[src/hw/rtl/sactc_pkg.sv]
// Shared constants, types and codes of the cache tag controller.
// No dependencies; imported by every file but the assert header and sactc_ram.
package sactc_pkg;

    localparam int SETS_LOG2        = 6;
    localparam int WAYS             = 4;
    localparam int BLOCK_BYTES_LOG2 = 6;
    localparam int AGE_BITS         = 16;

    localparam int ADDR_W    = 32;
    localparam int DATA_W    = 32;
    localparam int PADDR_W   = 3;
    localparam int SETS      = 1 << SETS_LOG2;
    localparam int BLOCK_W   = ADDR_W - BLOCK_BYTES_LOG2;
    localparam int TAG_W     = BLOCK_W - SETS_LOG2;
    localparam int WAY_W     = (WAYS > 1) ? $clog2(WAYS) : 1;
    localparam int WAY_OUT_W = 2;
    localparam int BLK_OUT_W = 26;

    localparam logic [AGE_BITS-1:0] AGE_MAX = {AGE_BITS{1'b1}};

    // Access kinds
    localparam logic CMD_READ  = 1'b0;
    localparam logic CMD_WRITE = 1'b1;

    // Register index decoded from paddr
    localparam logic REG_MEMORY_BASE = 1'b0;

    typedef struct packed {
        logic [TAG_W-1:0]    tag;
        logic                dirty;
        logic [AGE_BITS-1:0] age;
    } line_t;

    typedef line_t [WAYS-1:0] row_t;

    localparam int ROW_W = $bits(row_t);

    typedef struct packed {
        logic capture;
        logic read;
        logic eval;
        logic commit;
    } ctrl_cmd_t;

    typedef struct packed {
        logic in_valid;
        logic out_ready;
    } ctrl_sts_t;

    typedef struct packed {
        logic                 hit;
        logic [WAY_OUT_W-1:0] way_used;
        logic                 writeback;
        logic [BLK_OUT_W-1:0] writeback_block;
        logic                 fill;
        logic [BLK_OUT_W-1:0] fill_block;
    } rsp_t;

endpackage

[src/hw/rtl/sactc_ctrl.sv]
// Sequencer of the cache tag controller: steps each request through
// capture, row read, evaluation and commit. Depends on sactc_pkg.
module sactc_ctrl
    import sactc_pkg::*;
(
    input  logic      clk,
    input  logic      rst_n,
    input  ctrl_sts_t sts,
    output ctrl_cmd_t cmd,
    output logic      in_ready,
    output logic      out_valid
);

    localparam logic [1:0] ST_IDLE  = 2'd0;
    localparam logic [1:0] ST_READ  = 2'd1;
    localparam logic [1:0] ST_EVAL  = 2'd2;
    localparam logic [1:0] ST_WRITE = 2'd3;

    logic [1:0] state_reg;
    logic [1:0] state_next;
    logic       out_valid_reg;
    logic       out_valid_next;

    always_comb
    begin
        state_next  = state_reg;
        cmd         = '0;
        unique case (state_reg)
            ST_IDLE:
            begin
                cmd.capture = sts.in_valid;
                if (sts.in_valid)
                begin
                    state_next = ST_READ;
                end
            end
            ST_READ:
            begin
                cmd.read   = 1'b1;
                state_next = ST_EVAL;
            end
            ST_EVAL:
            begin
                cmd.eval   = 1'b1;
                state_next = ST_WRITE;
            end
            ST_WRITE:
            begin
                // hold until the result slot is free or draining
                cmd.commit = !out_valid_reg || sts.out_ready;
                if (cmd.commit)
                begin
                    state_next = ST_IDLE;
                end
            end
            default:
            begin
                state_next = ST_IDLE;
            end
        endcase
    end

    always_comb
    begin
        out_valid_next = out_valid_reg;
        if (cmd.commit)
        begin
            out_valid_next = 1'b1;
        end
        else if (sts.out_ready)
        begin
            out_valid_next = 1'b0;
        end
    end

    always_ff @(posedge clk or negedge rst_n)
    begin
        if (!rst_n)
        begin
            state_reg     <= ST_IDLE;
            out_valid_reg <= 1'b0;
        end
        else
        begin
            state_reg     <= state_next;
            out_valid_reg <= out_valid_next;
        end
    end

    assign in_ready  = (state_reg == ST_IDLE);
    assign out_valid = out_valid_reg;

endmodule

[config.mk]
export PLATFORM = sky130hd
export DESIGN_NAME = sactc_ctrl
export DESIGN_NICKNAME = d
export VERILOG_FILES = /design/src/hw/rtl/sactc_pkg.sv /design/src/hw/rtl/sactc_ctrl.sv
export SDC_FILE = /design/constraint.sdc
export NUM_CORES = 1
export LEC_CHECK = 0
export BUFFER_PORTS_ARGS = -buffer_cell sky130_fd_sc_hd__buf_2
export CAP_MARGIN = 20
export CORE_AREA = 5 5 42 44
export DETAILED_ROUTE_END_ITERATION = 7
export DIE_AREA = 0 0 47 49
export PLACE_DENSITY = 0.45
export SLEW_MARGIN = 25
export SYNTH_ARGS = -nofsm -noshare
export SYNTH_HDL_FRONTEND = slang
export SYNTH_SLANG_ARGS = --single-unit
export TNS_END_PERCENT = 5
[constraint.sdc]
create_clock -name clk -period 1.59 [get_ports clk]
set_clock_uncertainty 0.1 [all_clocks]
set_input_delay 0.0795 -clock clk [delete_from_list [all_inputs] [get_ports clk]]
set_output_delay 0.0795 -clock clk [all_outputs]
set_load 0.05 [all_outputs]
### After elaboration in Yosys (flattened, before gate mapping)

Index checks and enable logic that the tools add are counted.

| operators by class | value |
|---|---|
| reduce and logical (&&, ||, !) cells | 5 |
| bitwise logic cells | 0 |
| add/subtract/negate cells | 0 |
| divide/modulo/power cells | 0 |
| order comparisons | 0 |
| shifts and indexed selects | 0 |
| equal/unequal tests | 5 |
| multiply operators | 0 |
| mux-type cells | 9 |

Operators with widths:

| cell | number |
|---|---|
| $pmux 2 s4 | 1 |
| $mux 1 | 6 |
| $eq 2x2->1 const B | 2 |
| $mux 2 | 2 |
| $ne 2x2->1 const B | 2 |
| $eq 2x1->1 const B | 1 |
| $logic_not 2->1 | 1 |
| $reduce_and 2->1 | 1 |
| $reduce_bool 2->1 | 1 |
| $logic_not 1->1 | 1 |
| $logic_or 1x1->1 | 1 |

| storage, ports and cells | value |
|---|---|
| latch bits | 0 |
| memories | 0 |
| memory bits (writable) | 0 |
| logic and storage cells | 21 |
| flip-flop bits (word level) | 3 |
| memory bits (read-only) | 0 |
| output and inout bits | 6 |
| input bits | 4 |

### Logic depth before layout (Yosys ltp)

Gate-level depths: netlist of the first run.

| logic depth | value |
|---|---|
| word-level depth | 4 |
| mapped depth | 4 |
| depth with buffers taken out | 4 |

### Worst setup path before layout of the first run

No wires, ideal clock.

| path | value |
|---|---|
| kind | reg-to-output |
| from | register state_reg[0] |
| to | output port cmd[3] (netlist bit) |
| arrival time | 1.495 ns |
| setup slack | -0.085 ns |
| required time | 1.410 ns |
| stages on the path, launching flop included | 4 |
| path through | dfrtp_1 > inv_1 > ha_1 > and2_1 |

RTL lines:

| element | RTL line | source |
|---|---|---|
| start, declared | sactc_ctrl.sv:19 | `logic [1:0] state_reg;` |
| start signal, assigned | sactc_ctrl.sv:85 | `state_reg <= state_next;` |
| end, declared | sactc_ctrl.sv:9 | `output ctrl_cmd_t cmd,` |

### Final worst setup path of the first run

| path | value |
|---|---|
| from | register state_reg[1] |
| to | register state_reg[1] |

| between the ends | value |
|---|---|
| word-level cells in the longest chain between the ends | 3 |

Ends and longest elaborated chain:

| element | RTL line | source |
|---|---|---|
| $eq 2x2->1 / $logic_not 2->1 (equally long branches) | sactc_ctrl.sv:28 | `unique case (state_reg)` |
| $ne 2x2->1 (no source line) | n/a |  |
| $reduce_and 2->1 (no source line) | n/a |  |

Several ways; a longest one is shown, not always the timed one.
A chain may end at the register's enable or synchronous reset.

==> out/qor.csv, run 1 <==
stage,metric,value,unit
synth,post-synth top area share,35.3,%
cells_and_area,ratio of cells with drive above 1 in the final layout,54.5,%
synth,"Async S/R FF share, synth",100,%
grt,largest net degree at the start of global routing,5,
cells_and_area,Final nets,42,
clocking,cts bufs inserted,3,
clocking,Clock Tree Root,clkbuf_4,
die,die height,49,µm
setup_path,Startpoint Class,register,
clocking,CTS max path bufs,2,
synth,Post-Syn Area,213,µm²
synth,multiplexer share of the synthesized area,7.06,%
synth,compound-cell area share of the yosys netlist,9.41,%
routing,Via Count,174,
routing,DR vias/cell,3.55,
setup_path,Reg2Reg Setup Slack,0.09,ns
synth,sequential area share after synthesis,35.3,%
cells_and_area,Antenna Cells,0,
placed_design,Area after DPL,279,µm²
die,die width,47,µm
setup_path,CP Buf/Inv Count,0,
synth,Simple-Gate Fraction of Synth Area,15.9,%
clocking,htree depth,1,
synth,Post-Syn Nets,27,
setup_path,Crit Path Class,register to register,
setup_path,critical path data arrival time,1.52,ns
synth,top-count cell post-synth,ha_1,
routing,DRT Pass-1 Iters,2,
routing,residual antenna-violating net count after detailed routing,0,
grt,initial antenna violation count,0,
setup_path,Top delay family on crit path,flip-flops,
routing,wire length per cell,9.47,µm
die,I/O pin cnt,10,
cells_and_area,Area Overhead vs Synth,50.6,%
job,Max Cap Viol,0,
timing,fmax,0.665,GHz
synth,post-synth cell types,10,
grt,GRT Total Usage,5.00,%
cells_and_area,max reg flops,2,
timing,Fin. Hold Viols,0,
grt,grt total ovfl,0,
setup_path,Crit. End Element,register,
timing,Pins Over Slew Limit,0,
setup_path,CP max stage cell,dfrtp_1,
setup_path,CP max stage delay,0.41,ns
synth,post-synthesis adder-cell area fraction,23.5,%
synth,Synth area leader,dfrtp_1,
setup_path,"critical path fanouts, max",4,
synth,Cells after Synth,19,
clocking,setup bufs post-CTS,0,
clocking,clock latency on the worst-skew pair,0.23,ns
placed_design,IO buf count,9,
synth,most instantiated cells after synthesis,"ha_1 (4), dfrtp_1 (3), inv_1 (3)",
cells_and_area,Final Instance Area,320,µm²
synth,YS warnings,0,
die,DIE AREA,0.00230,mm²
synth,Post-synth EDFFs,0,
hold_path,worst hold-check path type,primary input to register,
setup_path,CP Cell Sequence,ha_1 > and3b_1 > a21oi_2 > mux2_4,
routing,total wire length,464,µm
clocking,clock sink count,3,
synth,post-synthesis sequential element count,3,
timing,worst hold slack,0.0350,ns
cells_and_area,number of fill cells in the layout,171,
clocking,Clock Pin Slew Worst Setup and Hold Paths,0.04,ns
routing,DR DRC count,0,
timing,Finish-stage setup viols,0,
placed_design,HPWL Detailed,370,µm
synth,ys flop type,dfrtp_1,
synth,main combinational cell family by area after synthesis,adder cells,
die,initial core utilization,15.2,%
timing,total negative slack,0,ns
placed_design,Final GP Congestion,0.650,
synth,mean area per synthesized cell,11.2,µm²
status,outcome,"finished, final reports clean",
timing,Tightest Pin Transition,0.254,ns
die,FP Rows,14,
timing,final worst path period need,1.50,ns
timing,RSZ-0062 raised after global routing,false,
timing,Final period util,94.6,%
grt,number of global-route vias before repair,201,
timing,Rel. slew slack,83.2,%
routing,first-iteration detailed-routing DRC count,2,
cells_and_area,final core occ,22.9,%
grt,first-pass GRT wire length,772,µm
synth,Synth Area in XOR/XNOR,0,%
die,Placeable Area,0.00140,mm²
setup_path,CP Data Required Time,1.61,ns
clocking,CTS tree,yes,
synth,main area contributors after synthesis,"dfrtp_1 (35%), ha_1 (24%), mux2_4 (7.1%)",
==> layout by cell type, fill, tap and decap left out, drive strengths merged <==
master and n:
clkbuf 5, o32a 1, dlygate4sd3 1, dfrtp 3, and3b 1, ha 4, inv 3, buf 9
nand2b 2, a21oi 1, mux2 1, and2 2
==> cells by family after synthesis <==
kind of cell    count (synthesis)
simple gates                    5
buf+inv                         4
fa+ha+maj                       4
flops                           3
compound gates                  2
mux                             1
==> routing by layer <==
layer / GRT usage [%] / vias up / wire length, µm
li1: - / 89 / -
met1: 5.71 / 75 / 203
met2: 5.88 / 10 / 179
met3: 4.80 / 0 / 81
met4: 2.76 / 0 / 0
met5: 0 / - / 0
==> what timing repair did <==
| item | in CTS | in global routing |
|---|---|---|
| endpoints found under the hold margin | 3 | 0 |
| setup endpoints to repair | 0 | 1 |
| hold buffers | 1 | 0 |
| gates resized for setup | 0 | 2 |
==> per-stage QoR <==
| stage | setup slack, ns | cells |
|---|---|---|
| 2_1_floorplan | -0.0453 | 19 |
| 3_3_place_gp | 0.0747 | 44 |
| 3_5_place_dp | 0.0798 | 44 |
| 4_1_cts | 0.0199 | 49 |
| 5_1_grt | 0.0155 | 49 |
| 6_report | 0.0854 | 49 |
==> worst paths after layout <==
check / from / cells past startpoint / to
setup / recovery: state_reg[1] / 4 / state_reg[1]
min in group asynchronous: rst_n / 2 / state_reg[1]
hold / removal: sts[0] / 3 / out_valid
setup reg to reg: state_reg[1] / 4 / state_reg[1]
hold reg to reg: out_valid / 2 / out_valid
max in group asynchronous: rst_n / 2 / state_reg[0]
==> cell type report <==
| class | instances | area [µm²] | area share, % |
|---|---|---|---|
| multi-input cells | 12 | 123 | 38.3 |
| flip-flops and latches | 3 | 75.1 | 23.4 |
| repair buffers | 11 | 65.1 | 20.3 |
| clock buffers | 4 | 26.3 | 8.20 |
| well taps | 16 | 20.0 | 6.25 |
| inverters | 3 | 11.3 | 3.52 |
==> worst register-to-register path: stages, from the launching register on <==
cell and delay (ns):
dfrtp_1 0.41, ha_1 0.22, and3b_1 0.21, a21oi_2 0.15
mux2_4 0.31
Power of run 1 is left out: the tool's default activity adds up to more than one toggle a clock period on the data nets, which glitch-free logic cannot reach.
==> run 2: changes to the inputs <==
BUFFER_PORTS_ARGS = -buffer_cell sky130_fd_sc_hd__clkbuf_2   (was -buffer_cell sky130_fd_sc_hd__buf_2)
==> out/qor.csv, run 2 (synthesis gave the netlist of run 1 again) <==
stage,metric,value,unit,change
grt,grt total ovfl,0,,unchanged
placed_design,Final GP Congestion,0.687,,+5.6%
clocking,htree depth,1,,unchanged
setup_path,CP Data Required Time,1.61,ns,about the same
setup_path,Crit. End Element,register,,
placed_design,Area after DPL,279,µm²,unchanged
setup_path,CP max stage delay,0.41,ns,about the same
setup_path,Startpoint Class,register,,
timing,Rel. slew slack,81.6,%,-1.7 points
cells_and_area,Area Overhead vs Synth,50.6,%,unchanged
setup_path,CP max stage cell,dfrtp_1,,
clocking,clock sink count,3,,unchanged
cells_and_area,Antenna Cells,0,,unchanged
clocking,CTS tree,yes,,
hold_path,worst hold-check path type,primary input to register,,
clocking,clock latency on the worst-skew pair,0.23,ns,about the same
die,I/O pin cnt,10,,unchanged
routing,residual antenna-violating net count after detailed routing,0,,unchanged
clocking,Clock Tree Root,clkbuf_4,,
setup_path,CP Cell Sequence,ha_1 > and3b_1 > a21oi_2 > mux2_4,,
grt,first-pass GRT wire length,814,µm,+5.4%
job,Max Cap Viol,0,,unchanged
timing,Fin. Hold Viols,0,,unchanged
cells_and_area,number of fill cells in the layout,156,,-8.8%
cells_and_area,Final nets,42,,unchanged
setup_path,"critical path fanouts, max",4,,unchanged
grt,largest net degree at the start of global routing,5,,unchanged
setup_path,Top delay family on crit path,flip-flops,,
timing,fmax,0.660,GHz,-0.73%
timing,RSZ-0062 raised after global routing,false,,
clocking,cts bufs inserted,3,,unchanged
clocking,CTS max path bufs,2,,unchanged
setup_path,Crit Path Class,register to register,,
timing,final worst path period need,1.52,ns,+0.0110 ns
die,die width,47,µm,unchanged
placed_design,IO buf count,9,,unchanged
cells_and_area,Final Instance Area,320,µm²,unchanged
timing,Final period util,95.3,%,+0.69 points
routing,Via Count,176,,+1.1%
routing,wire length per cell,9.27,µm,-2.2%
routing,DRT Pass-1 Iters,2,,unchanged
setup_path,critical path data arrival time,1.53,ns,about the same
timing,Tightest Pin Transition,0.278,ns,+0.0242 ns
die,FP Rows,14,,unchanged
grt,GRT Total Usage,5.57,%,+0.57 points
die,DIE AREA,0.00230,mm²,unchanged
timing,Finish-stage setup viols,0,,unchanged
cells_and_area,"commonest non-fill, non-tap cell in the layout",clkbuf_2,,
setup_path,CP Buf/Inv Count,0,,unchanged
grt,number of global-route vias before repair,194,,-3.5%
status,outcome,"finished, final reports clean",,
timing,Pins Over Slew Limit,0,,unchanged
cells_and_area,max reg flops,2,,unchanged
routing,total wire length,454,µm,-2.2%
routing,DR vias/cell,3.59,,+1.1%
die,initial core utilization,15.2,%,unchanged
routing,first-iteration detailed-routing DRC count,1,,-1
cells_and_area,ratio of cells with drive above 1 in the final layout,54.5,%,unchanged
die,die height,49,µm,unchanged
cells_and_area,most frequent cells in the layout,"clkbuf_2 (8), inv_1 (3), ha_1 (3), clkbuf_4 (3), dfrtp_1 (3)",,
die,Placeable Area,0.00140,mm²,unchanged
grt,initial antenna violation count,0,,unchanged
routing,DR DRC count,0,,unchanged
clocking,Clock Pin Slew Worst Setup and Hold Paths,0.04,ns,about the same
==> run 2: cell types whose count changed in the layout (fill, tap and decap cells not counted) <==
cell and change:
buf_2 -8, clkbuf_2 +8, buf_4 +1, clkbuf_4 -1
==> run 2: final timing paths <==
path / start / to / slack (ns) / depth (start not counted)
setup / recovery: state_reg[1] / state_reg[1] / 0.07 / 4
hold / removal: sts[0] / out_valid / 0.03 / 3
setup reg to reg: state_reg[1] / state_reg[1] / 0.07 / 4
max in group asynchronous: rst_n / state_reg[0] / 1.20 / 2
min in group asynchronous: rst_n / out_valid / 0.08 / 2
hold reg to reg: out_valid / out_valid / 0.44 / 2
==> run 2: what timing repair did <==
item                                   CTS  global route
setup endpoints to repair                0             1
hold buffers                             1             0
setup buffers                            0             0
gates resized for setup                  0             4
endpoints found under the hold margin    3             0
==> run 2: area by class of cell <==
cell class                 instances  area (µm²)  area share (%)
multi-input combinational         12         123            38.3
sequential                         3        75.1            23.4
timing repair buffer              11        65.1            20.3
clock buffer                       4        26.3            8.20
tap                               16        20.0            6.25
inverter                           3        11.3            3.52
==> run 2: worst min-delay path, stage by stage <==
cell and delay [ns]:
clkbuf_2 0.08, nand2b_1 0.10, nand2b_1 0.06
==> run 2: through the flow <==
step                      hold slack (ns)  cells  TNS, ns  worst slack [ns]  util [%]
after detailed placement           -0.219     44        0            0.0631      19.9
after global placement             -0.219     44        0            0.0809      19.9
after global routing               0.0621     49        0           0.00852      22.9
after floorplan                    -0.316     19  -0.0453           -0.0453         -
after CTS                          0.0339     49        0           0.00735      22.5
final                              0.0349     49        0            0.0744      22.9
==> run 2: metal layers <==
metal / wire, µm / up-vias / GRT usage (%)
li1: - / 90 / -
met1: 241 / 76 / 7.06
met2: 146 / 10 / 5.66
met3: 66 / 0 / 8.12
met4: 0 / 0 / 0
met5: 0 / - / 0
Power of run 2 is left out for the same reason.
